$ cat config.mk
export PLATFORM = sky130hd
export DESIGN_NAME = adsr_div
export DESIGN_NICKNAME = d
export VERILOG_FILES = /design/src/rtl/core/adsr_pkg.sv /design/src/rtl/core/adsr_div.sv
export SDC_FILE = /design/constraint.sdc
export NUM_CORES = 2
export LEC_CHECK = 0
export BUFFER_PORTS_ARGS = -buffer_cell sky130_fd_sc_hd__buf_4
export CORE_ASPECT_RATIO = 1.5
export CORE_MARGIN = 3
export CORE_UTILIZATION = 55
export DETAILED_ROUTE_END_ITERATION = 6
export GPL_TIMING_DRIVEN = 0
export PLACE_DENSITY = 0.77
export SLEW_MARGIN = 20
export SYNTH_ARGS = -nofsm -noshare
export SYNTH_HDL_FRONTEND = slang
export SYNTH_SLANG_ARGS = --single-unit
$ cat constraint.sdc
create_clock -name aclk -period 14.6 [get_ports aclk]
set_input_delay 0 -clock aclk [delete_from_list [all_inputs] [get_ports aclk]]
set_output_delay 0 -clock aclk [all_outputs]
set_load 0.005 [all_outputs]
$ cat src/rtl/core/adsr_pkg.sv
// Package for the ADSR envelope gain block: gain constants, phase codes,
// register indexes and the control struct passed along the pipeline.
// No dependencies.
`default_nettype none

package adsr_pkg;

    localparam int GAIN_W = 16;
    localparam logic [GAIN_W-1:0] GAIN_ONE = 16'h8000;

    // Quotient bits produced by the divider; every ramp quotient is at most 1.0.
    localparam int QUOT_W = 16;

    localparam logic [2:0] MODE_ZERO = 3'd0;
    localparam logic [2:0] MODE_ATT  = 3'd1;
    localparam logic [2:0] MODE_DEC  = 3'd2;
    localparam logic [2:0] MODE_SUS  = 3'd3;
    localparam logic [2:0] MODE_REL  = 3'd4;

    localparam int CFG_IDX_W = 3;
    localparam logic [CFG_IDX_W-1:0] REG_START   = 3'd0;
    localparam logic [CFG_IDX_W-1:0] REG_ATTACK  = 3'd1;
    localparam logic [CFG_IDX_W-1:0] REG_DECAY   = 3'd2;
    localparam logic [CFG_IDX_W-1:0] REG_RELEASE = 3'd3;
    localparam logic [CFG_IDX_W-1:0] REG_TOTAL   = 3'd4;
    localparam logic [CFG_IDX_W-1:0] REG_PEAK    = 3'd5;
    localparam logic [CFG_IDX_W-1:0] REG_DROP    = 3'd6;

    typedef struct packed {
        logic [2:0]          mode;
        logic                neg;
        logic signed [GAIN_W:0] base;
    } gain_ctl_t;

endpackage

`default_nettype wire

$ cat src/rtl/core/adsr_div.sv
// Pipelined ramp unit: one multiply stage, then a restoring divider that
// settles one quotient bit per stage. Depends on adsr_pkg.
`default_nettype none

module adsr_div #(
    parameter int TIME_BITS = 32,
    parameter int SIDE_W    = 37
) (
    input  wire logic                        aclk,
    input  wire logic                        aresetn,
    input  wire logic                        in_valid,
    output logic                             in_ready,
    input  wire logic [TIME_BITS-1:0]        in_x,
    input  wire logic [adsr_pkg::GAIN_W-1:0] in_y,
    input  wire logic [TIME_BITS-1:0]        in_div,
    input  wire logic [SIDE_W-1:0]           in_side,
    output logic                             out_valid,
    input  wire logic                        out_ready,
    output logic [adsr_pkg::QUOT_W-1:0]      out_quot,
    output logic [SIDE_W-1:0]                out_side
);
    import adsr_pkg::*;

    localparam int NW  = TIME_BITS + GAIN_W;
    localparam int NST = QUOT_W + 1;

    logic [NST-1:0]    vld_reg;
    logic [NST-1:0]    en;
    logic [NW-1:0]     rem_reg  [NST];
    logic [TIME_BITS-1:0] div_reg [NST];
    logic [QUOT_W-1:0] quot_reg [NST];
    logic [SIDE_W-1:0] side_reg [NST];

    always_comb begin
        en[NST-1] = !vld_reg[NST-1] || out_ready;
        for (int k = NST - 2; k >= 0; k--) begin
            en[k] = !vld_reg[k] || en[k+1];
        end
    end

    assign in_ready  = en[0];
    assign out_valid = vld_reg[NST-1];
    assign out_quot  = quot_reg[NST-1];
    assign out_side  = side_reg[NST-1];

    always_ff @(posedge aclk) begin
        if (!aresetn) begin
            vld_reg <= '0;
        end else begin
            if (en[0]) begin
                vld_reg[0] <= in_valid;
            end
            for (int k = 1; k < NST; k++) begin
                if (en[k]) begin
                    vld_reg[k] <= vld_reg[k-1];
                end
            end
        end
    end

    always_ff @(posedge aclk) begin
        if (en[0]) begin
            rem_reg[0]  <= NW'(in_x) * NW'(in_y);
            div_reg[0]  <= in_div;
            quot_reg[0] <= '0;
            side_reg[0] <= in_side;
        end
    end

    // The product is below the divisor times 2^16, so sixteen trial
    // subtractions of the shifted divisor give the whole quotient.
    for (genvar k = 0; k < QUOT_W; k++) begin : g_step
        localparam int SH = QUOT_W - 1 - k;
        logic [NW-1:0] trial;
        logic          fits;

        assign trial = {{GAIN_W{1'b0}}, div_reg[k]} << SH;
        assign fits  = rem_reg[k] >= trial;

        always_ff @(posedge aclk) begin
            if (en[k+1]) begin
                rem_reg[k+1]  <= fits ? rem_reg[k] - trial : rem_reg[k];
                div_reg[k+1]  <= div_reg[k];
                quot_reg[k+1] <= quot_reg[k] | (QUOT_W'(fits) << SH);
                side_reg[k+1] <= side_reg[k];
            end
        end
    end

endmodule

`default_nettype wire

==> flow_metrics.tcl <==
set metrics [dict create \
    critPathLaunchType "input pin" \
    dp_hpwl_um 256000 \
    routed_wl_um 327000 \
    nNetsFinal 11300 \
    grt_pass1_wl_um 481000 \
    ctsHtreeMaxLevel 4 \
    gp_congestion 1.05 \
    yosys_most_used_dff "edfxtp_1" \
    p_per_area_nw_per_um2 240 \
    syn_to_final_growth_pct 11.8 \
    clk_latency_ps 860 \
    tightestPinTransition_ps 1280 \
    max_clock_freq_ghz 0.122 \
    largest_reg_flops 768 \
    drtAntennaViolNets 0 \
    synth_area_per_cell_um2 11.9 \
    numCtsBuffers 188 \
    remaining_drc_errors 0 \
    ys_seq_elements 2062 \
    critPathArrivalTime_ps 8840 \
    antenna_found_initial 6 \
    avgViaCountPerCell 5.84 \
    tns_ps 0 \
    status "completed" \
    cts.sinks 2062 \
    hold_start "in_x[2]" \
    period_minus_slack_ps 8170 \
    post-route-period-util 0.560 \
    cp-end-kind "flop" \
    hold_violations 0 \
    power_switching_mw 12.6 \
    synth_area_um2 114000 \
    setup_viol 0 \
    mostFrequentLayoutCells "edfxtp_1 (2045), inv_1 (1125), nand2_1 (780)" \
    power_mw 30.4 \
    drive_gt1_frac 0.0701 \
    crit_type "input pin to flop" \
    slew_headroom 0.138 \
    reg2regPathDepth 12 \
    min_delay_worst_endpoint "rem_reg[0][3]" \
    slew_viol_final 0 \
    synth_nets 10800 \
    start_util 0.555 \
    yosys-top-cells-area "edfxtp_1 (54%), fa_1 (7.6%), ha_1 (7.0%), inv_1 (3.7%), a21oi_1 (3.0%)" \
    grt_usage 0.307 \
    ys_types 98 \
    ir_drop_v 0.000247 \
    async_reset_ff_frac 0 \
    p_clk_frac 0.166 \
    chipWidth_um 377 \
    postLayoutCoreUtil 0.620 \
    crit_required_ps 15270 \
    root_buffer "clkbuf_16" \
    vias 75500 \
    p_leak_nw 52.5 \
    cts_buffer_depth 4 \
    synth_top_area_share 0.541 \
    pwr-share-seq 0.319 \
    ctsResizeCount 0 \
    maxCapViolCount 0 \
    routedWlPerCell_um 25.3 \
    cts_tree "yes" \
    hold_class "input pin to flop" \
    r2r-start "rem_reg[0][28]" \
    yosysSeqAreaShare 0.544 \
    die-area_um2 212000 \
    p_int_mw 17.9 \
    port_buffers 175 \
    worst_hold_path.num_cells 5 \
    syn_inst 9566 \
    gr-total-overflow 0 \
    synth_edf_count 2045 \
    die_height_um 563 \
    yosys_warnings 0 \
    rsz0062_at_grt "no" \
    drtPass1Iterations 6 \
    core-area_um2 205000 \
    grt_max_degree 95 \
    p_sw_frac 0.413 \
    layout_commonest_cell "edfxtp_1" \
    ios 176 \
    synth_top_cell_by_area "edfxtp_1" \
    cp_max_fo 10 \
    r2r_slack_ps 8350 \
    timing.rr.end "rem_reg[0][70]" \
    clock_skew_ps 80.4 \
    first_iter_violations 4298 \
    clk_pin_slew_ps 70 \
    pwr-share-comb 0.515 \
    grt_pass1_vias 81300 \
    num_rows 203 \
]
-- layout make-up --
cell class	count	area (µm²)
sequential	2062	61700
buffer	254	1020
multi-input combinational	6112	46800
tap	2665	3330
clock buffer	217	4930
inverter	1138	4320
timing repair buffer	358	3570
clock inverter	119	1270
fill	15600	77800
antenna	3	7.51
-- metal layers --
metal	share of wire	track usage	vias up
met5	0	0	-
met2	0.59	0.648	2251
li1	-	-	35100
met4	0.11	0.289	0
met1	0.27	0.226	37000
met3	0.025	0.0256	1144
-- worst max-delay path, stage by stage --
cell           delay [ps]
dlygate4sd3_1         530
buf_4                 160
clkbuf_1              730
nand2_1               150
fa_1                  550
fa_1                  450
fa_1                  450
fa_1                  540
inv_1                  50
fa_1                  470
inv_1                  50
fa_1                  530
inv_1                  40
ha_1                  270
clkbuf_1              170
a21oi_1               290
o211ai_1              160
a21boi_0              240
a21boi_1              450
o21ai_1               380
a211oi_1              630
a2111oi_2             260
o41ai_2               610
or4b_1                480
o211ai_1              150
-- per-stage QoR --
stage | hold slack (ps) | worst slack [ps] | instances | instance area [µm²]
global placement | 179 | 5360 | 12400 | 118000
finish | 65.7 | 6430 | 12900 | 127000
CTS | 3.24 | 6600 | 12900 | 127000
detailed placement | 180 | 5770 | 12400 | 119000
floorplan | 98.9 | 8130 | 9566 | 114000
global route | 73.7 | 6220 | 12900 | 127000
-- Yosys cell counts (12+ instances only) --
cell	instances
a2111oi_0	19
a211o_1	14
a211oi_1	65
a21boi_0	23
a21o_1	238
a21oi_1	679
a31o_2	14
a31oi_1	67
and2_1	255
and3_1	65
and4_1	14
buf_1	20
clkbuf_1	220
dfxtp_1	17
edfxtp_1	2045
fa_1	433
ha_1	632
inv_1	1134
mux2_2	77
nand2_1	787
nand2b_1	78
nand3_1	117
nand3b_1	15
nand4_1	97
nand4b_1	16
nor2_1	560
nor2b_1	91
nor3_1	122
nor4_1	49
nor4b_1	16
o2111ai_1	18
o211ai_1	51
o21a_1	103
o21ai_0	432
o21bai_1	64
o31a_1	23
o31ai_1	39
o41ai_1	12
or2_2	27
or3_1	40
or4_1	20
xnor2_1	319
xor2_1	224
-- kinds of logic after synthesis --
kind of cell / share of synthesized area
flip-flops: 0.544
multiplexers: 0.00851
buffers and inverters: 0.0464
XOR/XNOR: 0.0419
AND/OR/NAND/NOR: 0.102
AO/OA/AOI/OAI: 0.111
adder cells (fa/ha/maj): 0.146
-- repair_timing --
item	in CTS	in global routing
setup buffers	0	0
hold buffers	152	0
hold endpoints to repair	98	0
-- worst max-delay path by stage --
stage | to | slack, ps | startpoint | cells past startpoint
detailed placement | rem_reg[0][45] | 5770 | in_y[9] | 26
finish | rem_reg[0][45] | 6430 | in_y[1] | 25
CTS | rem_reg[0][45] | 6600 | in_y[1] | 25
global route | rem_reg[0][45] | 6220 | in_y[1] | 25
global placement | rem_reg[0][45] | 5360 | in_y[9] | 26
floorplan | rem_reg[0][45] | 8130 | in_y[12] | 23
-- power by group through the flow --
stage	clock network, mW	logic (mW)	registers, mW
2_1_floorplan	0	11.3	9.43
3_3_place_gp	0	15.0	9.68
3_5_place_dp	0	15.4	9.76
4_1_cts	5.11	15.5	9.67
5_1_grt	5.32	17.3	9.82
6_report	5.05	15.7	9.70
Power figures use the tool's default switching activity.
