`src/rtl/core/adsr_pkg.sv`:
```
// Package for the ADSR envelope gain block: gain constants, phase codes,
// register indexes and the control struct passed along the pipeline.
// No dependencies.
`default_nettype none

package adsr_pkg;

    localparam int GAIN_W = 16;
    localparam logic [GAIN_W-1:0] GAIN_ONE = 16'h8000;

    // Quotient bits produced by the divider; every ramp quotient is at most 1.0.
    localparam int QUOT_W = 16;

    localparam logic [2:0] MODE_ZERO = 3'd0;
    localparam logic [2:0] MODE_ATT  = 3'd1;
    localparam logic [2:0] MODE_DEC  = 3'd2;
    localparam logic [2:0] MODE_SUS  = 3'd3;
    localparam logic [2:0] MODE_REL  = 3'd4;

    localparam int CFG_IDX_W = 3;
    localparam logic [CFG_IDX_W-1:0] REG_START   = 3'd0;
    localparam logic [CFG_IDX_W-1:0] REG_ATTACK  = 3'd1;
    localparam logic [CFG_IDX_W-1:0] REG_DECAY   = 3'd2;
    localparam logic [CFG_IDX_W-1:0] REG_RELEASE = 3'd3;
    localparam logic [CFG_IDX_W-1:0] REG_TOTAL   = 3'd4;
    localparam logic [CFG_IDX_W-1:0] REG_PEAK    = 3'd5;
    localparam logic [CFG_IDX_W-1:0] REG_DROP    = 3'd6;

    typedef struct packed {
        logic [2:0]          mode;
        logic                neg;
        logic signed [GAIN_W:0] base;
    } gain_ctl_t;

endpackage

`default_nettype wire

```
`src/rtl/core/adsr_scale.sv`:
```
// Output scaler: forms the gain from the ramp quotient, multiplies the
// sample by it, rounds half up and saturates. Depends on adsr_pkg.
`default_nettype none

module adsr_scale #(
    parameter int SAMPLE_BITS = 16
) (
    input  wire logic                          aclk,
    input  wire logic                          aresetn,
    input  wire logic                          in_valid,
    output logic                               in_ready,
    input  wire logic [adsr_pkg::QUOT_W-1:0]   in_quot,
    input  wire adsr_pkg::gain_ctl_t           in_ctl,
    input  wire logic signed [SAMPLE_BITS-1:0] in_sample,
    output logic                               out_valid,
    input  wire logic                          out_ready,
    output logic signed [SAMPLE_BITS-1:0]      out_sample
);
    import adsr_pkg::*;

    localparam int NST = 3;
    localparam int GW  = GAIN_W + 1;
    localparam int PW  = SAMPLE_BITS + GW;
    localparam int RW  = PW + 1 - (GAIN_W - 1);
    localparam logic signed [RW-1:0] SMAX = RW'((2 ** (SAMPLE_BITS - 1)) - 1);
    localparam logic signed [RW-1:0] SMIN = -RW'(2 ** (SAMPLE_BITS - 1));
    localparam logic signed [PW:0]   HALF = (PW + 1)'(2 ** (GAIN_W - 2));

    logic [NST-1:0] vld_reg;
    logic [NST-1:0] en;

    logic signed [GW-1:0]          gain_reg;
    logic signed [SAMPLE_BITS-1:0] samp_reg;
    logic signed [PW-1:0]          prod_reg;
    logic signed [SAMPLE_BITS-1:0] out_reg;

    logic signed [GW-1:0] quot_s;
    logic signed [GW-1:0] gain_next;
    logic signed [PW:0]   biased;
    logic signed [RW-1:0] rounded;
    logic signed [SAMPLE_BITS-1:0] out_next;

    always_comb begin
        en[NST-1] = !vld_reg[NST-1] || out_ready;
        for (int k = NST - 2; k >= 0; k--) begin
            en[k] = !vld_reg[k] || en[k+1];
        end
    end

    assign in_ready   = en[0];
    assign out_valid  = vld_reg[NST-1];
    assign out_sample = out_reg;

    always_ff @(posedge aclk) begin
        if (!aresetn) begin
            vld_reg <= '0;
        end else begin
            if (en[0]) begin
                vld_reg[0] <= in_valid;
            end
            for (int k = 1; k < NST; k++) begin
                if (en[k]) begin
                    vld_reg[k] <= vld_reg[k-1];
                end
            end
        end
    end

    assign quot_s = $signed({1'b0, in_quot});

    always_comb begin
        unique case (in_ctl.mode)
            MODE_ATT: gain_next = quot_s;
            MODE_DEC: gain_next = in_ctl.base - quot_s;
            MODE_SUS: gain_next = in_ctl.base;
            MODE_REL: gain_next = in_ctl.neg ? -quot_s : quot_s;
            default:  gain_next = '0;
        endcase
    end

    // Adding one half and shifting arithmetically rounds to nearest, ties towards plus infinity.
    assign biased  = $signed({prod_reg[PW-1], prod_reg}) + HALF;
    assign rounded = RW'(biased >>> (GAIN_W - 1));

    always_comb begin
        if (rounded > SMAX) begin
            out_next = SMAX[SAMPLE_BITS-1:0];
        end else if (rounded < SMIN) begin
            out_next = SMIN[SAMPLE_BITS-1:0];
        end else begin
            out_next = rounded[SAMPLE_BITS-1:0];
        end
    end

    always_ff @(posedge aclk) begin
        if (en[0]) begin
            gain_reg <= gain_next;
            samp_reg <= in_sample;
        end
        if (en[1]) begin
            prod_reg <= PW'(gain_reg) * PW'(samp_reg);
        end
        if (en[2]) begin
            out_reg <= out_next;
        end
    end

endmodule

`default_nettype wire

```
`config.mk`:
```
export PLATFORM = sky130hd
export DESIGN_NAME = adsr_scale
export DESIGN_NICKNAME = d
export VERILOG_FILES = /design/src/rtl/core/adsr_pkg.sv /design/src/rtl/core/adsr_scale.sv
export SDC_FILE = /design/constraint.sdc
export NUM_CORES = 1
export LEC_CHECK = 0
export BUFFER_PORTS_ARGS = -buffer_cell sky130_fd_sc_hd__buf_4
export CAP_MARGIN = 20
export CORE_UTILIZATION = 49
export DETAILED_ROUTE_END_ITERATION = 12
export GPL_TIMING_DRIVEN = 0
export PLACE_DENSITY = 0.68
export SYNTH_ARGS = -nofsm -noshare
export SYNTH_HDL_FRONTEND = slang
export SYNTH_SLANG_ARGS = --single-unit
```
`constraint.sdc`:
```
create_clock -name aclk -period 6 [get_ports aclk]
set_clock_uncertainty 0.2 [all_clocks]
set_input_delay 1.8 -clock aclk [delete_from_list [all_inputs] [get_ports aclk]]
set_output_delay 1.8 -clock aclk [all_outputs]
set_load 0.02 [all_outputs]
```
==> results.json <==
{
  "maxCapViolations": 0,
  "io_pins": 75,
  "crit_type": "reg -> reg",
  "avgRoutedWirePerCell_um": 18.1,
  "gp_congestion": 0.950,
  "drcViolationCount": 0,
  "yosysUniqueCellTypes": 64,
  "slew_headroom": 0.438,
  "synth-xor-area-share": 0.0328,
  "grt_use_total": 0.269,
  "synthAdderAreaFrac": 0.477,
  "synth_edf_count": 68,
  "hold_path.startpoint": "vld_reg[0]$_SDFFE_PN0P_",
  "clk-insertion-delay-late_ps": 350,
  "syn_area_um2": 14200,
  "clk_pin_slew_ps": 60,
  "r2r_start": "samp_reg[2]$_DFFE_PP_",
  "antenna_found_initial": 1,
  "fin_crit_sh": 1.06,
  "num_vias": 10835,
  "r2r_cells": 22,
  "hold_class": "reg -> reg",
  "place_inst": 1940,
  "power_switching_share": 0.497,
  "peakVddDrop_mv": 0.868,
  "timing.fmax_ghz": 0.157,
  "reg2reg_to": "prod_reg[32]$_DFFE_PP_",
  "muxShareOfSynthArea": 0.00380,
  "final-seq-area_um2": 2100,
  "max_stage_delay_ps": 570,
  "drive_gt1_frac": 0.168,
  "grt_pass1_vias": 11635,
  "final_cells": 2020,
  "initial_utilization": 0.504,
  "grt_pass1_wl_um": 59900,
  "h-tree-depth": 3,
  "cts_made_buffers": 9,
  "p_int_uw": 5180,
  "r2r_slack_ps": -370,
  "violations": "negative setup slack",
  "setup_ws_ps": -367,
  "placementRows": 61,
  "final_net_count": 2068,
  "synth_cells": 1489,
  "synth_fp_nets": 1921,
  "clockPowerShare": 0.048,
  "status": "finished, violations left",
  "power.density_nw_per_um2": 618,
  "worst_slew_pin_slew_ps": 841,
  "wl_um": 36600,
  "setup_violations": 14,
  "root_buffer": "clkbuf_16",
  "required_ps": 5890,
  "viasPerCell": 5.36,
  "largest_reg_flops": 19,
  "drtIter0Drc": 653,
  "finalCriticalPeriod_ps": 6370,
  "port_buffers": 72,
  "path_max_fanout": 7,
  "fin_hold_ws_ps": 342,
  "total_power_uw": 10300,
  "fillCellCount": 2442,
  "fin_util": 0.593,
  "grt_start_max_net_pins": 35,
  "die_y_um": 172,
  "cts_max_path_buffers": 2,
  "fin_area_um2": 16600,
  "synth-simple-area-share": 0.146,
  "dp_hpwl_um": 28700,
  "cpMaxStageDelayCell": "fa_2",
  "final_hold_viol_count": 0,
  "coreArea_um2": 28100,
  "dieArea_um2": 29600,
  "avgSynthCellArea_um2": 9.51,
  "placed_area_um2": 15400,
  "crit_buf_inv": 6,
  "cts.sinks": 71,
  "finalMaxSlewViolations": 0,
  "leakage_uw": 0.00802,
  "min_to": "vld_reg[1]$_SDFFE_PN0P_",
  "ys_warn_count": 0,
  "holdPathStages": 2,
  "detail-route-antenna-nets": 0,
  "dr.pass1.iters": 5,
  "critPathCaptureType": "flip-flop",
  "combPwrFrac": 0.842,
  "p_seq_frac": 0.110,
  "ys_ff_latch": 71,
  "cts_tree": "built",
  "synth_compound_area_frac": 0.0875,
  "synth_top_family_by_area": "adder cells",
  "arrival_ps": 6250,
  "die-width_um": 172,
  "synth_flop_cell": "edfxtp_1",
  "rsz0062_at_grt": "true",
  "gr-total-overflow": 0,
  "area_growth_pct": 17.5,
  "ys_seq_area_frac": 0.148,
  "crit_family": "adder cells",
  "ys_async_sr_fraction": 0,
  "cp_cell_sequence": "buf_4, and2_1, fa_1, inv_1, fa_1, fa_2, inv_1, fa_2, fa_1, inv_1, fa_1, inv_1, ha_4, a21o_1, a21o_1, a211o_4, a2111oi_4, buf_4, o31ai_2, a21oi_2, o21ai_1, xnor2_1",
  "switchingPower_uw": 5110,
  "startpoint_type": "flip-flop",
  "multi_input_area_um2": 11000
}
==> per-layer routing <==
layer  track usage  up-vias  routed length (um)  share of wire
met2         0.453      367               17600           0.48
met1         0.355     5442               15200           0.42
met5             0        -                   0              0
met4        0.0962        0                1350          0.037
met3        0.0380       85                2370          0.065
li1              -     4941                   -              -
==> worst min-delay path, delay by kind of cell, from the launching register on <==
kind            cells  cell delay (ps)
simple gates        1              100
compound gates      1               60
flops               1              350
==> power by group through the flow <==
stage	Clock [uW]	Combinational, uW	Sequential (uW)
after floorplan	0	5780	1190
after global placement	0	7270	1160
after detailed placement	0	7450	1160
after CTS	506	8200	1120
after global routing	520	9740	1150
final	499	8660	1130
==> cells in the final DEF (no fill, tap or decap), types with 7 or more instances in the layout <==
cell / Yosys / layout
buf_4: 1 / 130
ha_1: 99 / 86
nand4_1: 7 / 7
nand2b_1: 10 / 10
o21a_1: 7 / 7
buf_6: 2 / 10
nand3_1: 20 / 17
clkbuf_1: 44 / 11
o21ai_0: 45 / 42
clkbuf_4: 1 / 13
xnor2_1: 35 / 35
inv_2: 0 / 10
fa_1: 276 / 268
clkbuf_16: 0 / 10
edfxtp_1: 68 / 68
nor3_1: 11 / 10
xor2_1: 18 / 18
nand2_1: 149 / 145
inv_1: 337 / 327
buf_8: 0 / 7
ha_4: 0 / 10
clkbuf_8: 0 / 11
fa_2: 0 / 8
and2_1: 128 / 119
a21oi_1: 51 / 46
nor2b_1: 9 / 9
nor2_1: 48 / 46
a21o_1: 14 / 13
and2_4: 0 / 9
==> through the flow <==
| step | TNS, ps | setup WS, ps |
|---|---|---|
| 6_report | -3020 | -367 |
| 3_3_place_gp | -14850 | -1130 |
| 5_1_grt | -5700 | -542 |
| 4_1_cts | -3020 | -383 |
| 2_1_floorplan | -80.7 | -43.3 |
| 3_5_place_dp | -15760 | -1150 |
==> final cells by class <==
class                   count  share of cell area
diodes                      1            0.000150
plain buffers              47              0.0271
clock buffers              12              0.0148
clock inverters             4             0.00135
inverters                 337              0.0760
multi-input cells        1032               0.660
flip-flops and latches     71               0.126
well taps                 378              0.0284
repair buffers            138              0.0655
==> worst max-delay path by stage <==
stage | start | endpoint | slack (ps) | cells after the start
floorplan | gain_reg[16]$_DFFE_PP_ | prod_reg[31]$_DFFE_PP_ | -40 | 21
global placement | gain_reg[6]$_DFFE_PP_ | prod_reg[29]$_DFFE_PP_ | -1130 | 21
detailed placement | gain_reg[7]$_DFFE_PP_ | prod_reg[29]$_DFFE_PP_ | -1150 | 19
CTS | samp_reg[2]$_DFFE_PP_ | prod_reg[32]$_DFFE_PP_ | -380 | 21
global route | gain_reg[16]$_DFFE_PP_ | prod_reg[31]$_DFFE_PP_ | -540 | 21
finish | samp_reg[2]$_DFFE_PP_ | prod_reg[32]$_DFFE_PP_ | -370 | 22
==> what timing repair did <==
action	CTS	global route
gates resized for setup	87	32
pin swaps	42	8
buffers inserted	62	4
setup endpoints to repair	19	17
gates cloned	1	0
hold buffers	0	0
==> synth_stat cells (4+ instances only) <==
cell	n	area [um^2]
inv_1	337	1260
fa_1	276	5530
or3_4	4	45.0
a21o_1	14	105
edfxtp_1	68	2040
a211oi_1	7	52.6
a211o_1	6	52.6
nor3b_1	4	30.0
nor2_1	48	180
nand3_1	20	100
a31oi_1	4	25.0
a221o_1	4	40.0
nor2b_1	9	56.3
a21oi_1	51	255
clkbuf_1	44	165
and3_1	5	31.3
ha_1	99	1240
o211ai_1	5	37.5
or3_1	5	31.3
nand2_1	149	559
xor2_1	18	158
nand2b_1	10	62.6
o21a_1	7	52.6
nand4_1	7	43.8
a22oi_1	6	45.0
nor3_1	11	55.1
xnor2_1	35	307
and2_1	128	801
o31ai_1	7	52.6
o21ai_0	45	225
o21bai_1	4	30.0
==> cells by family (layout without fill, tap and decap cells) <==
family          after synthesis  count (layout)
compound gates              189             189
xor+xnor                     53              53
fa+ha+maj                   375             375
buf+inv                     386             538
flops                        71              71
mux                           5               5
other cells                   0               1
simple gates                410             410
Note: power is estimated with default switching activity, not from simulation.
