===== config.mk =====
export PLATFORM = sky130hd
export DESIGN_NAME = adsr_phase
export DESIGN_NICKNAME = d
export VERILOG_FILES = /design/src/rtl/core/adsr_pkg.sv /design/src/rtl/core/adsr_phase.sv
export SDC_FILE = /design/constraint.sdc
export NUM_CORES = 1
export LEC_CHECK = 0
export ABC_AREA = 1
export BUFFER_PORTS_ARGS = -buffer_cell sky130_fd_sc_hd__buf_2
export CORE_ASPECT_RATIO = 1.5
export CORE_UTILIZATION = 31
export DETAILED_ROUTE_END_ITERATION = 6
export PLACE_DENSITY = 0.48
export SLEW_MARGIN = 20
export SYNTH_ARGS = -nofsm -noshare
export SYNTH_HDL_FRONTEND = slang
export SYNTH_SLANG_ARGS = --single-unit

===== constraint.sdc =====
create_clock -name aclk -period 54.9 [get_ports aclk]
set_clock_uncertainty 0.2 [all_clocks]
set_input_delay 13.725 -clock aclk [delete_from_list [all_inputs] [get_ports aclk]]
set_output_delay 13.725 -clock aclk [all_outputs]
set_load 0.01 [all_outputs]

===== src/rtl/core/adsr_pkg.sv =====
// Package for the ADSR envelope gain block: gain constants, phase codes,
// register indexes and the control struct passed along the pipeline.
// No dependencies.
`default_nettype none

package adsr_pkg;

    localparam int GAIN_W = 16;
    localparam logic [GAIN_W-1:0] GAIN_ONE = 16'h8000;

    // Quotient bits produced by the divider; every ramp quotient is at most 1.0.
    localparam int QUOT_W = 16;

    localparam logic [2:0] MODE_ZERO = 3'd0;
    localparam logic [2:0] MODE_ATT  = 3'd1;
    localparam logic [2:0] MODE_DEC  = 3'd2;
    localparam logic [2:0] MODE_SUS  = 3'd3;
    localparam logic [2:0] MODE_REL  = 3'd4;

    localparam int CFG_IDX_W = 3;
    localparam logic [CFG_IDX_W-1:0] REG_START   = 3'd0;
    localparam logic [CFG_IDX_W-1:0] REG_ATTACK  = 3'd1;
    localparam logic [CFG_IDX_W-1:0] REG_DECAY   = 3'd2;
    localparam logic [CFG_IDX_W-1:0] REG_RELEASE = 3'd3;
    localparam logic [CFG_IDX_W-1:0] REG_TOTAL   = 3'd4;
    localparam logic [CFG_IDX_W-1:0] REG_PEAK    = 3'd5;
    localparam logic [CFG_IDX_W-1:0] REG_DROP    = 3'd6;

    typedef struct packed {
        logic [2:0]          mode;
        logic                neg;
        logic signed [GAIN_W:0] base;
    } gain_ctl_t;

endpackage

`default_nettype wire


===== src/rtl/core/adsr_phase.sv =====
// Six-stage phase detector: works out which envelope phase a tick falls in
// and the ramp operands for the divider. Depends on adsr_pkg.
`default_nettype none

module adsr_phase #(
    parameter int TIME_BITS   = 32,
    parameter int SAMPLE_BITS = 16
) (
    input  wire logic                          aclk,
    input  wire logic                          aresetn,
    input  wire logic [TIME_BITS-1:0]          start_tick,
    input  wire logic [TIME_BITS-1:0]          attack_ticks,
    input  wire logic [TIME_BITS-1:0]          decay_ticks,
    input  wire logic [TIME_BITS-1:0]          release_ticks,
    input  wire logic signed [TIME_BITS+2:0]   sustain_ticks,
    input  wire logic [adsr_pkg::GAIN_W-1:0]   peak_gain,
    input  wire logic [adsr_pkg::GAIN_W-1:0]   decay_drop,
    input  wire logic signed [adsr_pkg::GAIN_W:0] level,
    input  wire logic [adsr_pkg::GAIN_W-1:0]   level_mag,
    input  wire logic                          in_valid,
    output logic                               in_ready,
    input  wire logic [TIME_BITS-1:0]          in_tick,
    input  wire logic signed [SAMPLE_BITS-1:0] in_sample,
    output logic                               out_valid,
    input  wire logic                          out_ready,
    output logic [TIME_BITS-1:0]               out_x,
    output logic [adsr_pkg::GAIN_W-1:0]        out_y,
    output logic [TIME_BITS-1:0]               out_div,
    output adsr_pkg::gain_ctl_t                out_ctl,
    output logic signed [SAMPLE_BITS-1:0]      out_sample
);
    import adsr_pkg::*;

    localparam int NST = 6;
    localparam int EW  = TIME_BITS + 3;

    logic [NST-1:0] vld_reg;
    logic [NST-1:0] en;

    logic [TIME_BITS-1:0]          t1_reg;
    logic signed [SAMPLE_BITS-1:0] s1_reg, s2_reg, s3_reg, s4_reg, s5_reg, s6_reg;
    logic                          zero2_reg, zero3_reg, zero4_reg, zero5_reg;
    logic [TIME_BITS-1:0]          dt2_reg, dt3_reg, dt4_reg, dt5_reg;
    logic                          att3_reg, att4_reg, att5_reg;
    logic [TIME_BITS-1:0]          e1_3_reg, e1_4_reg, e1_5_reg;
    logic                          dec4_reg, dec5_reg;
    logic [TIME_BITS-1:0]          e2_4_reg;
    logic                          sus5_reg;
    logic signed [EW-1:0]          e3_5_reg;

    logic signed [EW-1:0] e2_ext;
    logic                 rel_hit;
    logic [TIME_BITS-1:0] rel_left;
    logic [TIME_BITS-1:0] x_next, div_next;
    logic [GAIN_W-1:0]    y_next;
    gain_ctl_t            ctl_next;

    always_comb begin
        en[NST-1] = !vld_reg[NST-1] || out_ready;
        for (int k = NST - 2; k >= 0; k--) begin
            en[k] = !vld_reg[k] || en[k+1];
        end
    end

    assign in_ready  = en[0];
    assign out_valid = vld_reg[NST-1];

    always_ff @(posedge aclk) begin
        if (!aresetn) begin
            vld_reg <= '0;
        end else begin
            if (en[0]) begin
                vld_reg[0] <= in_valid;
            end
            for (int k = 1; k < NST; k++) begin
                if (en[k]) begin
                    vld_reg[k] <= vld_reg[k-1];
                end
            end
        end
    end

    assign e2_ext   = $signed({3'b000, e2_4_reg});
    assign rel_hit  = e3_5_reg < $signed({3'b000, release_ticks});
    assign rel_left = release_ticks - e3_5_reg[TIME_BITS-1:0];

    always_comb begin
        x_next        = '0;
        y_next        = '0;
        div_next      = attack_ticks;
        ctl_next.mode = MODE_ZERO;
        ctl_next.neg  = 1'b0;
        ctl_next.base = '0;
        if (zero5_reg) begin
            ctl_next.mode = MODE_ZERO;
        end else if (att5_reg) begin
            ctl_next.mode = MODE_ATT;
            x_next        = dt5_reg;
            y_next        = peak_gain;
            div_next      = attack_ticks;
        end else if (dec5_reg) begin
            ctl_next.mode = MODE_DEC;
            ctl_next.base = $signed({1'b0, peak_gain});
            x_next        = e1_5_reg;
            y_next        = decay_drop;
            div_next      = decay_ticks;
        end else if (sus5_reg) begin
            ctl_next.mode = MODE_SUS;
            ctl_next.base = level;
        end else if (rel_hit) begin
            ctl_next.mode = MODE_REL;
            ctl_next.neg  = level[GAIN_W];
            x_next        = rel_left;
            y_next        = level_mag;
            div_next      = release_ticks;
        end
    end

    always_ff @(posedge aclk) begin
        if (en[0]) begin
            t1_reg <= in_tick;
            s1_reg <= in_sample;
        end
        if (en[1]) begin
            zero2_reg <= t1_reg < start_tick;
            dt2_reg   <= t1_reg - start_tick;
            s2_reg    <= s1_reg;
        end
        if (en[2]) begin
            zero3_reg <= zero2_reg;
            att3_reg  <= !zero2_reg && (dt2_reg < attack_ticks);
            dt3_reg   <= dt2_reg;
            e1_3_reg  <= dt2_reg - attack_ticks;
            s3_reg    <= s2_reg;
        end
        if (en[3]) begin
            zero4_reg <= zero3_reg;
            att4_reg  <= att3_reg;
            dec4_reg  <= !zero3_reg && !att3_reg && (e1_3_reg < decay_ticks);
            dt4_reg   <= dt3_reg;
            e1_4_reg  <= e1_3_reg;
            e2_4_reg  <= e1_3_reg - decay_ticks;
            s4_reg    <= s3_reg;
        end
        if (en[4]) begin
            zero5_reg <= zero4_reg;
            att5_reg  <= att4_reg;
            dec5_reg  <= dec4_reg;
            sus5_reg  <= !zero4_reg && !att4_reg && !dec4_reg && (e2_ext < sustain_ticks);
            e3_5_reg  <= e2_ext - sustain_ticks;
            dt5_reg   <= dt4_reg;
            e1_5_reg  <= e1_4_reg;
            s5_reg    <= s4_reg;
        end
        if (en[5]) begin
            out_x   <= x_next;
            out_y   <= y_next;
            out_div <= div_next;
            out_ctl <= ctl_next;
            s6_reg  <= s5_reg;
        end
    end

    assign out_sample = s6_reg;

endmodule

`default_nettype wire


==> results.md, run 1 <==
* Outcome: finished clean
* Setup TNS at 0 ns
* Synth top area share at around 54%
* Power share of the combinational group at a little under two fifths
* Final Hold Viols at 0
* Mapped Nets at ~3500
* Register-to-register path setup slack at a little over 50 ns
* Sink Count at around 540
* Largest net degree at the start of global routing at 85
* Initial antenna violation count at 12
* Main flop type after synthesis: edfxtp_1
* Library cells used by synthesis at 40
* CTS Buf Count at 57
* Flop pwr share at between 30% and 40%
* Unrepaired setup endpoints after global routing: false
* First DRT Iteration DRCs at between 1000 and 1500
* Total GRT Usage at around a fifth
* Largest register FFs at 35
* Fin area at ~35000 um2
* Fmax at 32.8 MHz
* Hold Crit Depth at 0
* CTS Hold Bufs at 0
* Synthesis-to-finish area growth at 18.8%
* Post-CTS sizing at 0
* Period utilisation layout at 55.6%
* Port Buffers at 398
* Cell mode on critical path: nor2_1
* Leak Pwr at between 15 and 20 nW
* Setup violators final at 0
* Slowest library cell on the worst path: clkinv_2
* CP bufs+invs at 6
* Worst slew pin tran at roughly 1.1 ns
* Core region area at just over 90000 um2
* Total number of vias at 22580
* Clk network pwr share at 24.3%
* Cells after Synth at just over 3000
* CP peak stage delay at roughly 0.4 ns
* EDFF count, synth at between 500 and 600
* Crit path arrival time at between 15 and 20 ns
* Placed instance area at roughly 33000 um2
* Capturing point of the worst reg2reg path: dt2_reg[2]$_DFFE_PP_
* Dominant cells by area after synthesis: edfxtp_1 (54%), ha_1 (8.2%), nand2_1 (7.9%), a21oi_1 (5.8%), inv_1 (5.5%)
* Crit. End Element: output port
* Min cycle time layout at a little over 30 ns
* WL final at approximately 100 mm
* # DRC at 0
* Syn Area/Cell at 9.64 um2
* Worst path top cell family by delay: simple AND/OR/NAND/NOR gates
* FILL cells at a little under 10000
* Switch Pwr at around 0.67 mW
* Startpoint Class: input pin
* Syn Std Cell Area at 29200 um2
* CTS tree: built
* Rows at ~140
* Yosys Warn Count at 0
* Worst hold start: s5_reg[9]$_DFFE_PP_
* Critical Setup Path Class: in2out
* Yosys top cell by area: edfxtp_1
* Initial Utilization at between 30% and 40%
* Clock-pin slew on the worst setup and hold paths at ~0.07 ns
* Share of synthesized registers carrying an async set or reset at 0%
* Dpl hpwl at 78.8 mm
* Root buf cell: clkbuf_16
* Final slew viol count at 0
* CTS Buffer Depth at 3
* Max Cap Viol at 0
* Most instantiated library cell after synthesis: nand2_1
* Met2 routed WL at around 52 mm
* Sequential fraction of the synthesis area at roughly 55%
* Multi-input combinational cell area at approximately 11000 um2
* Die Footprint at 95500 um2
* Flops & latches, synth at roughly 540
* Hold Path Class: reg2reg
* Internal power at 1.06 mW
* Total power at 1.73 mW
* Power per Cell Area at about 50 nW/um2
* Reg area at roughly 16000 um2
* TritonRoute pass-1 iters at 5
* Final core utilization at between 30% and 40%
* Final #Nets at a little under 4000
* Grt total ovfl at 0
* Sw Share at 38.8%
* Peak supply drop at 0.0000342 V
* GP Congestion at between 0.9 and 1
* Commonest cells in the netlist: nand2_1 (615), edfxtp_1 (530), inv_1 (429)
* Met3 wire len at around 4 mm
* Die Y at between 300 and 400 um
* Avg Vias per Cell at between 4 and 5
* Worst slew margin at 24.6%
* WL per Instance at 21.0 um
* Io pins at about 400
* H-tree depth at 2
* Met1 Wirelength at 39.9 mm
* Post-CTS setup buffers at 0
* WP data required at around 40 ns
* FF-to-FF path depth at 11
* Min-Delay Endpoint: out_sample[9]$_DFFE_PP_
* Reg-to-reg critical path startpoint: vld_reg[5]$_SDFFE_PN0P_
* Number of global-route vias before repair at 23025
* Die X at around 250 um
* Worst-skew pair later-pin latency at 0.66 ns
* Top Layer Used: met5
* CP Cell Sequence: buf_2 -> nor2_1 -> inv_6 -> nor2_1 -> inv_4 -> nor2_1 -> inv_4 -> nor2_1 -> clkinv_2 -> nor2_1 -> nand2_2 -> buf_2
* ANT nets after route at 0
* First-pass GRT wire length at around 140 mm
* Max FO, Critical Path at 75
* Layout cell share with drive strength beyond 1 at ~16%
[power groups by stage]
stage | Clock, mW | Sequential (mW) | Combinational [mW]
6_report | 0.421 | 0.657 | 0.653
5_1_grt | 0.446 | 0.667 | 0.724
4_1_cts | 0.434 | 0.657 | 0.657
3_5_place_dp | 0 | 0.664 | 0.651
3_3_place_gp | 0 | 0.663 | 0.653
2_1_floorplan | 0 | 0.642 | 0.426
[cell families (layout without fill, tap and decap cells)]
kind of cell	count (synthesis)	after routing	share of synthesized area [%]
adders and majority gates	196	196	8.52
other	0	3	0
DFF	536	536	54.9
buffers and inverters	488	952	6.43
and+or+nand+nor	1105	1105	15.8
AOI/OAI and AO/OA	580	580	10.6
xor gates and xnor gates	127	127	3.81
[placed cells by master (no fill, tap or decap), types with 3 or more instances in the layout]
cell	n
clkinv_1	8
o211ai_1	3
inv_16	3
nand2_4	3
xor2_1	82
clkbuf_16	57
nand4_1	25
bufinv_16	10
nor4_1	3
clkinv_4	5
nand2_1	613
nor2_1	217
a21boi_0	11
o21ai_0	160
a21oi_1	338
clkbuf_1	4
nor3_1	36
xnor2_1	45
diode_2	3
nand3_1	174
clkinv_2	10
dfxtp_1	6
nor2_4	3
edfxtp_1	530
ha_1	191
inv_1	423
a21o_1	16
buf_4	18
nand3b_1	16
o21bai_1	21
o21ai_1	4
fa_1	5
nand2_2	6
o221a_2	7
or2_2	4
clkinvlp_4	8
o21a_1	3
buf_2	398
a31oi_1	14
[through the flow]
step           setup WS, ns  hold WS [ns]  std cells
3_5_place_dp          24.27         0.205       4641
4_1_cts               24.26         0.214       4747
6_report              24.39         0.210       4750
2_1_floorplan         16.82         0.200       3032
5_1_grt               23.97         0.215       4750
3_3_place_gp          24.24         0.200       4641
[layer usage]
metal	global-route usage, %	vias to the layer above
met5	0	-
met4	7.78	10
met3	2.65	149
met2	37.8	523
met1	23.9	10713
li1	-	11185
[worst max-delay path by stage]
stage                     startpoint        to  slack, ns  cells after the start
after floorplan            out_ready  in_ready      16.82                     10
after global placement     out_ready  in_ready      24.24                     12
after detailed placement   out_ready  in_ready      24.27                     12
after CTS                  out_ready  in_ready      24.26                     12
after global routing       out_ready  in_ready      23.97                     12
final                      out_ready  in_ready      24.39                     12
[area by class of cell]
cell class	instances	area share [%]
Inverter	430	4.69
Sequential cell	536	46.2
Antenna cell	3	0.0216
Clock buffer	63	4.23
Tap cell	1251	4.51
Timing Repair Buffer	416	6.13
Clock inverter	43	1.59
Multi-Input combinational cell	2008	32.6
Power figures use the tool's default switching activity.
==> run 2, diff against run 1 <==
Settings changed: PLACE_DENSITY 0.48 to 0.5.
Clock period 54.9 ns to 27.8 ns, I/O delays scaled along.
==> run 2 against run 1 <==
- via count is 0.12% higher
- total power is 95% higher
- global-route usage hardly changed
- setup slack worse by 13 ns
- critical path depth stayed put
- count of clock-buffer cells in the layout is 4 lower
- hold slack better by 0.0021 ns
- non-clock buffer count is 2 higher
- first-iteration DRC count is 5.3% lower
- clock power is 88% higher
- die area stayed put
- register-to-register slack worse by 27 ns
==> results.md, run 2 (synthesis results as in run 1) <==
* Crit path arrival time at 9.75 ns (-6.83 ns)
* WP data required at 20.65 ns (-20.33 ns)
* CTS Hold Bufs at 0 (unchanged)
* Multi-input combinational cell area at 11300 um2 (unchanged)
* Grt total ovfl at 0 (unchanged)
* Peak supply drop at 0.0000514 V (+50%)
* Final slew viol count at 0 (unchanged)
* CTS Buffer Depth at 3 (unchanged)
* CP peak stage delay at 0.34 ns (-0.06 ns)
* Cell mode on critical path: nor2_1
* Crit. End Element: output port
* Startpoint Class: input pin
* Worst slew pin tran at 0.916 ns (-0.214 ns)
* Core region area at 93200 um2 (unchanged)
* Most frequent cells in the layout: nand2_1 (613), edfxtp_1 (530), inv_1 (423)
* Unrepaired setup endpoints after global routing: false
* Max Cap Viol at 0 (unchanged)
* Initial antenna violation count at 16 (+4)
* Initial Utilization at 31.3% (unchanged)
* Die Footprint at 95500 um2 (unchanged)
* CTS tree: built
* Port Buffers at 398 (unchanged)
* Register-to-register path setup slack at 23.72 ns (-26.76 ns)
* Post-CTS sizing at 0 (unchanged)
* Met1 Wirelength at 40.1 mm (+0.44%)
* H-tree depth at 2 (unchanged)
* Rows at 137 (unchanged)
* Number of global-route vias before repair at 23205 (+0.78%)
* Setup TNS at 0 ns (unchanged)
* Reg area at 16000 um2 (unchanged)
* Final Hold Viols at 0 (unchanged)
* TritonRoute pass-1 iters at 7 (+2)
* FILL cells at 9683 (-0.78%)
* First-pass GRT wire length at 143 mm (about the same)
* Die X at 253 um (unchanged)
* Critical Setup Path Class: in2out
* First DRT Iteration DRCs at 1235 (-5.3%)
* Clock-pin slew on the worst setup and hold paths at 0.06 ns (about the same)
* Max FO, Critical Path at 77 (+2.7%)
* Met2 routed WL at 51.1 mm (-2.1%)
* Avg Vias per Cell at 4.75 (about the same)
* Largest net degree at the start of global routing at 78 (-8.2%)
* Hold Crit Depth at 0 (unchanged)
* Final #Nets at 3926 (+0.025%)
* CTS Buf Count at 56 (-1.8%)
* WL per Instance at 20.8 um (-0.52%)
* Period utilisation layout at between 60% and 70%
* ANT nets after route at 0 (unchanged)
* Root buf cell: clkbuf_16
* Met3 wire len at 4.00 mm (-0.17%)
* WL final at 99.1 mm (-0.37%)
* # DRC at 0 (unchanged)
* Largest register FFs at 35 (unchanged)
* Io pins at 399 (unchanged)
* GP Congestion at 0.959 (+4.4%)
* Synthesis-to-finish area growth at 18.6%
* Dpl hpwl at 79.1 mm (+0.31%)
* Total power at 3.38 mW (+95%)
* Min cycle time layout at approximately 17 ns
* FF-to-FF path depth at 12 (+1)
* Outcome: finished clean
* Most common cell after layout, fill and taps aside: nand2_1
* Sink Count at 536 (unchanged)
* Hold Path Class: reg2reg
* Layout cell share with drive strength beyond 1 at 15.6% (+0.13 points)
* Leak Pwr at 15.6 nW (-0.16%)
* Worst-skew pair later-pin latency at 0.66 ns (about the same)
* Fmax at between 50 and 60 MHz
* Slowest library cell on the worst path: nor2_1
* Worst hold start: e1_4_reg[9]$_DFFE_PP_
* Min-Delay Endpoint: e1_5_reg[9]$_DFFE_PP_
* Die Y at 378 um (unchanged)
* Power per Cell Area at 97.5 nW/um2 (+96%)
* Total GRT Usage at 20.5% (about the same)
* Capturing point of the worst reg2reg path: dt2_reg[3]$_DFFE_PP_
* Post-CTS setup buffers at 0 (unchanged)
* Worst slew margin at 38.9% (+14 points)
* Top Layer Used: met5
* CP Cell Sequence: buf_2 -> nor2_1 -> inv_6 -> nor2_1 -> inv_4 -> nor2_1 -> inv_4 -> nor2_1 -> clkinv_2 -> nor2_1 -> nand2_2 -> buf_2
* Reg-to-reg critical path startpoint: vld_reg[5]$_SDFFE_PN0P_
* Total number of vias at 22606 (+0.12%)
* Setup violators final at 0 (unchanged)
-- run 2: changes by cell type in the layout (fill, tap and decap cells not counted), moves of 2 or more --
cell | previous run | this run
inv_6 | 2 | 8
clkinv_4 | 5 | 10
diode_2 | 3 | 8
bufinv_16 | 10 | 6
clkbuf_1 | 4 | 1
inv_16 | 3 | 0
buf_4 | 18 | 20
clkinv_16 | 0 | 2
clkinv_2 | 10 | 8
-- run 2: metal layers --
metal  up-vias  GRT usage (%)
met4        16           8.35
met3       164           2.54
met2       585           37.3
met1     10643           24.1
met5         -              0
li1      11198              -
-- run 2: cell type report --
type	instances	area share [%]
diodes	8	0.0577
clock buffers	59	4.13
clock inverters	47	1.50
inverters	430	4.69
multi-input cells	2008	32.7
flip-flops and latches	536	46.2
well taps	1251	4.51
repair buffers	418	6.18
-- run 2: power by group --
group / leakage (nW) / internal [mW] / switching (mW)
sequential: 5.77 / 1.18 / 0.118
combinational: 8.94 / 0.428 / 0.860
clock: 0.932 / 0.439 / 0.353
total: 15.6 / 2.05 / 1.33
-- run 2: worst max-delay path by stage --
stage | from | end | cells after the start
finish | out_ready | in_ready | 12
global route | out_ready | in_ready | 12
CTS | out_ready | in_ready | 12
detailed placement | out_ready | in_ready | 12
global placement | out_ready | in_ready | 12
floorplan | out_ready | in_ready | 10
-- run 2: per-stage QoR --
| step | utilization, % | worst slack (ns) | std cells | hold slack (ns) | instance area [um2] |
|---|---|---|---|---|---|
| 6_report | 37.2 | 10.90 | 4757 | 0.212 | 34700 |
| 3_5_place_dp | 35.1 | 10.81 | 4643 | 0.205 | 32700 |
| 4_1_cts | 37.2 | 10.81 | 4749 | 0.216 | 34700 |
| 3_3_place_gp | 35.1 | 10.73 | 4643 | 0.200 | 32700 |
| 2_1_floorplan | - | 3.27 | 3032 | 0.200 | 29200 |
| 5_1_grt | 37.2 | 10.57 | 4756 | 0.222 | 34700 |
-- run 2: worst max-delay path: cells and delay by family --
family                 cells  cell delay [ns]
buffers and inverters      6             1.33
AND/OR/NAND/NOR            6             1.41
==> run 3, diff against run 2 <==
Clock period 27.8 ns to 14.5 ns, I/O delays scaled along.
==> run 3 against run 2 <==
- routed wire length is essentially flat
- combinational power is 91% higher
- setup slack lost 7.0 ns
==> results.md, run 3 (synthesis results as in run 1) <==
* Layout cell share with drive strength beyond 1 at 15.4% (-0.28 points)
* First DRT Iteration DRCs at 1343 (+8.7%)
* Synthesis-to-finish area growth at 18.5%
* CP Cell Sequence: buf_2 -> nor2_4 -> clkinvlp_4 -> buf_4 -> nor2_1 -> clkinvlp_4 -> nor2_1 -> clkinvlp_4 -> nor2_1 -> clkinvlp_4 -> nor2_4 -> nand2_8 -> buf_2
* Rows at 137 (unchanged)
* Leak Pwr at 15.6 nW (-0.28%)
* Crit path arrival time at 6.79 ns (-2.96 ns)
* Critical Setup Path Class: in2out
* CTS Buffer Depth at 3 (unchanged)
* Final slew viol count at 0 (unchanged)
* Initial antenna violation count at 17 (+1)
* CTS Hold Bufs at 0 (unchanged)
* Worst-skew pair later-pin latency at 0.65 ns (about the same)
* Worst slew margin at 32.0% (-6.9 points)
* Total GRT Usage at 20.5% (+0.033 points)
* CP peak stage delay at 0.67 ns (+0.33 ns)
* Fin area at 34600 um2 (-0.12%)
* Dpl hpwl at 78.6 mm (-0.57%)
* Grt total ovfl at 0 (unchanged)
* Worst slew pin tran at 1.02 ns (+0.104 ns)
* Unrepaired setup endpoints after global routing: false
* Clock-pin slew on the worst setup and hold paths at 0.06 ns (about the same)
* WP data required at 10.68 ns (-9.97 ns)
* WL final at 99.2 mm (about the same)
* Peak supply drop at 0.000136 V (+160%)
* Core region area at 93200 um2 (unchanged)
* Outcome: finished clean
* Startpoint Class: input pin
* Power per Cell Area at 186 nW/um2 (+91%)
* Max Cap Viol at 0 (unchanged)
* Final #Nets at 3923 (-0.076%)
* Fmax at about 94 MHz
* Die Y at 378 um (unchanged)
* Root buf cell: clkbuf_16
* Die Footprint at 95500 um2 (unchanged)
* FILL cells at 9594 (-0.92%)
* Hold Slack at 0.205 ns (-0.00746 ns)
* WL per Instance at 20.9 um (+0.26%)
* Avg Vias per Cell at 4.77 (+0.32%)
* Most common cell after layout, fill and taps aside: nand2_1
* Number of global-route vias before repair at 23175 (-0.13%)
* Crit. End Element: output port
* Io pins at 399 (unchanged)
* TritonRoute pass-1 iters at 5 (-2)
* Min cycle time layout at between 10 and 15 ns
* CTS tree: built
* Cell mode on critical path: clkinvlp_4
* Total number of vias at 22636 (+0.13%)
* Hold Path Class: reg2reg
* Most frequent cells in the layout: nand2_1 (613), edfxtp_1 (530), inv_1 (423)
* Largest register FFs at 35 (unchanged)
* Largest net degree at the start of global routing at 99 (+27%)
* Port Buffers at 398 (unchanged)
* # DRC at 0 (unchanged)
* ANT nets after route at 0 (unchanged)
* Post-CTS setup buffers at 0 (unchanged)
* First-pass GRT wire length at 144 mm (+0.35%)
* Placed instance area at 32700 um2 (about the same)
* Post-CTS sizing at 0 (unchanged)
* Initial Utilization at 31.3% (unchanged)
* Period utilisation layout at between 70% and 80%
* Die X at 253 um (unchanged)
* Setup violators final at 0 (unchanged)
* Max FO, Critical Path at 54 (-30%)
* Final Hold Viols at 0 (unchanged)
* CTS Buf Count at 55 (-1.8%)
* H-tree depth at 2 (unchanged)
* Slowest library cell on the worst path: clkinvlp_4
* GP Congestion at 0.924 (-3.6%)
* Sink Count at 536 (unchanged)
run 3: cell count changes in the layout (fill, tap and decap cells not counted), sizes merged:
cell | before | now
buf | 418 | 416
clkbuf | 59 | 61
bufinv | 6 | 8
diode | 8 | 6
clkinvlp | 7 | 9
inv | 435 | 428
clkinv | 29 | 25
run 3: cell type report:
| class | instances | area, um2 | share of cell area, % |
|---|---|---|---|
| Clock inverter | 40 | 487 | 1.41 |
| Timing Repair Buffer | 416 | 2140 | 6.18 |
| Multi-Input combinational cell | 2008 | 11400 | 32.8 |
| Sequential cell | 536 | 16000 | 46.3 |
| Tap cell | 1251 | 1570 | 4.52 |
| Antenna cell | 6 | 15.0 | 0.0434 |
| Clock buffer | 61 | 1400 | 4.04 |
| Inverter | 430 | 1630 | 4.71 |
run 3: routing by layer:
metal	routed length, um	part of all wire [%]	global-route usage, %	vias up
li1	-	-	-	11186
met1	40500	41	24.5	10657
met2	50100	50	36.5	592
met3	3980	4.0	2.47	185
met4	4580	4.6	9.51	16
met5	100	0.10	0	-
run 3: through the flow:
| stage | worst slack, ns | utilization [%] | std cells | power (mW) | TNS (ns) |
|---|---|---|---|---|---|
| floorplan | -1.02 | - | 3032 | 4.04 | -1.02 |
| global placement | 3.66 | 35.1 | 4641 | 4.97 | 0 |
| detailed placement | 3.74 | 35.1 | 4641 | 4.97 | 0 |
| CTS | 3.74 | 37.1 | 4742 | 6.51 | 0 |
| global route | 3.54 | 37.1 | 4747 | 6.86 | 0 |
| finish | 3.88 | 37.1 | 4748 | 6.45 | 0 |
run 3: path summary, 6_finish.rpt:
path / start / end / slack, ns / cells past startpoint
setup reg to reg: vld_reg[5]$_SDFFE_PN0P_ / dt2_reg[1]$_DFFE_PP_ / 10.07 / 12
setup / recovery: out_ready / in_ready / 3.88 / 13
hold reg to reg: e1_4_reg[19]$_DFFE_PP_ / e1_5_reg[19]$_DFFE_PP_ / 0.20 / 0
hold / removal: e1_4_reg[19]$_DFFE_PP_ / e1_5_reg[19]$_DFFE_PP_ / 0.20 / 0
run 3: power breakdown:
part / total (mW) / internal (mW) / switching, mW / leakage [nW]
clock network: 1.50 / 0.847 / 0.654 / 0.902
logic: 2.46 / 0.819 / 1.64 / 8.92
registers: 2.49 / 2.27 / 0.220 / 5.77
run 3: critical path, delay by kind of cell:
family | cells | cell delay (ns)
buf+inv | 7 | 1.67
simple gates | 6 | 1.47
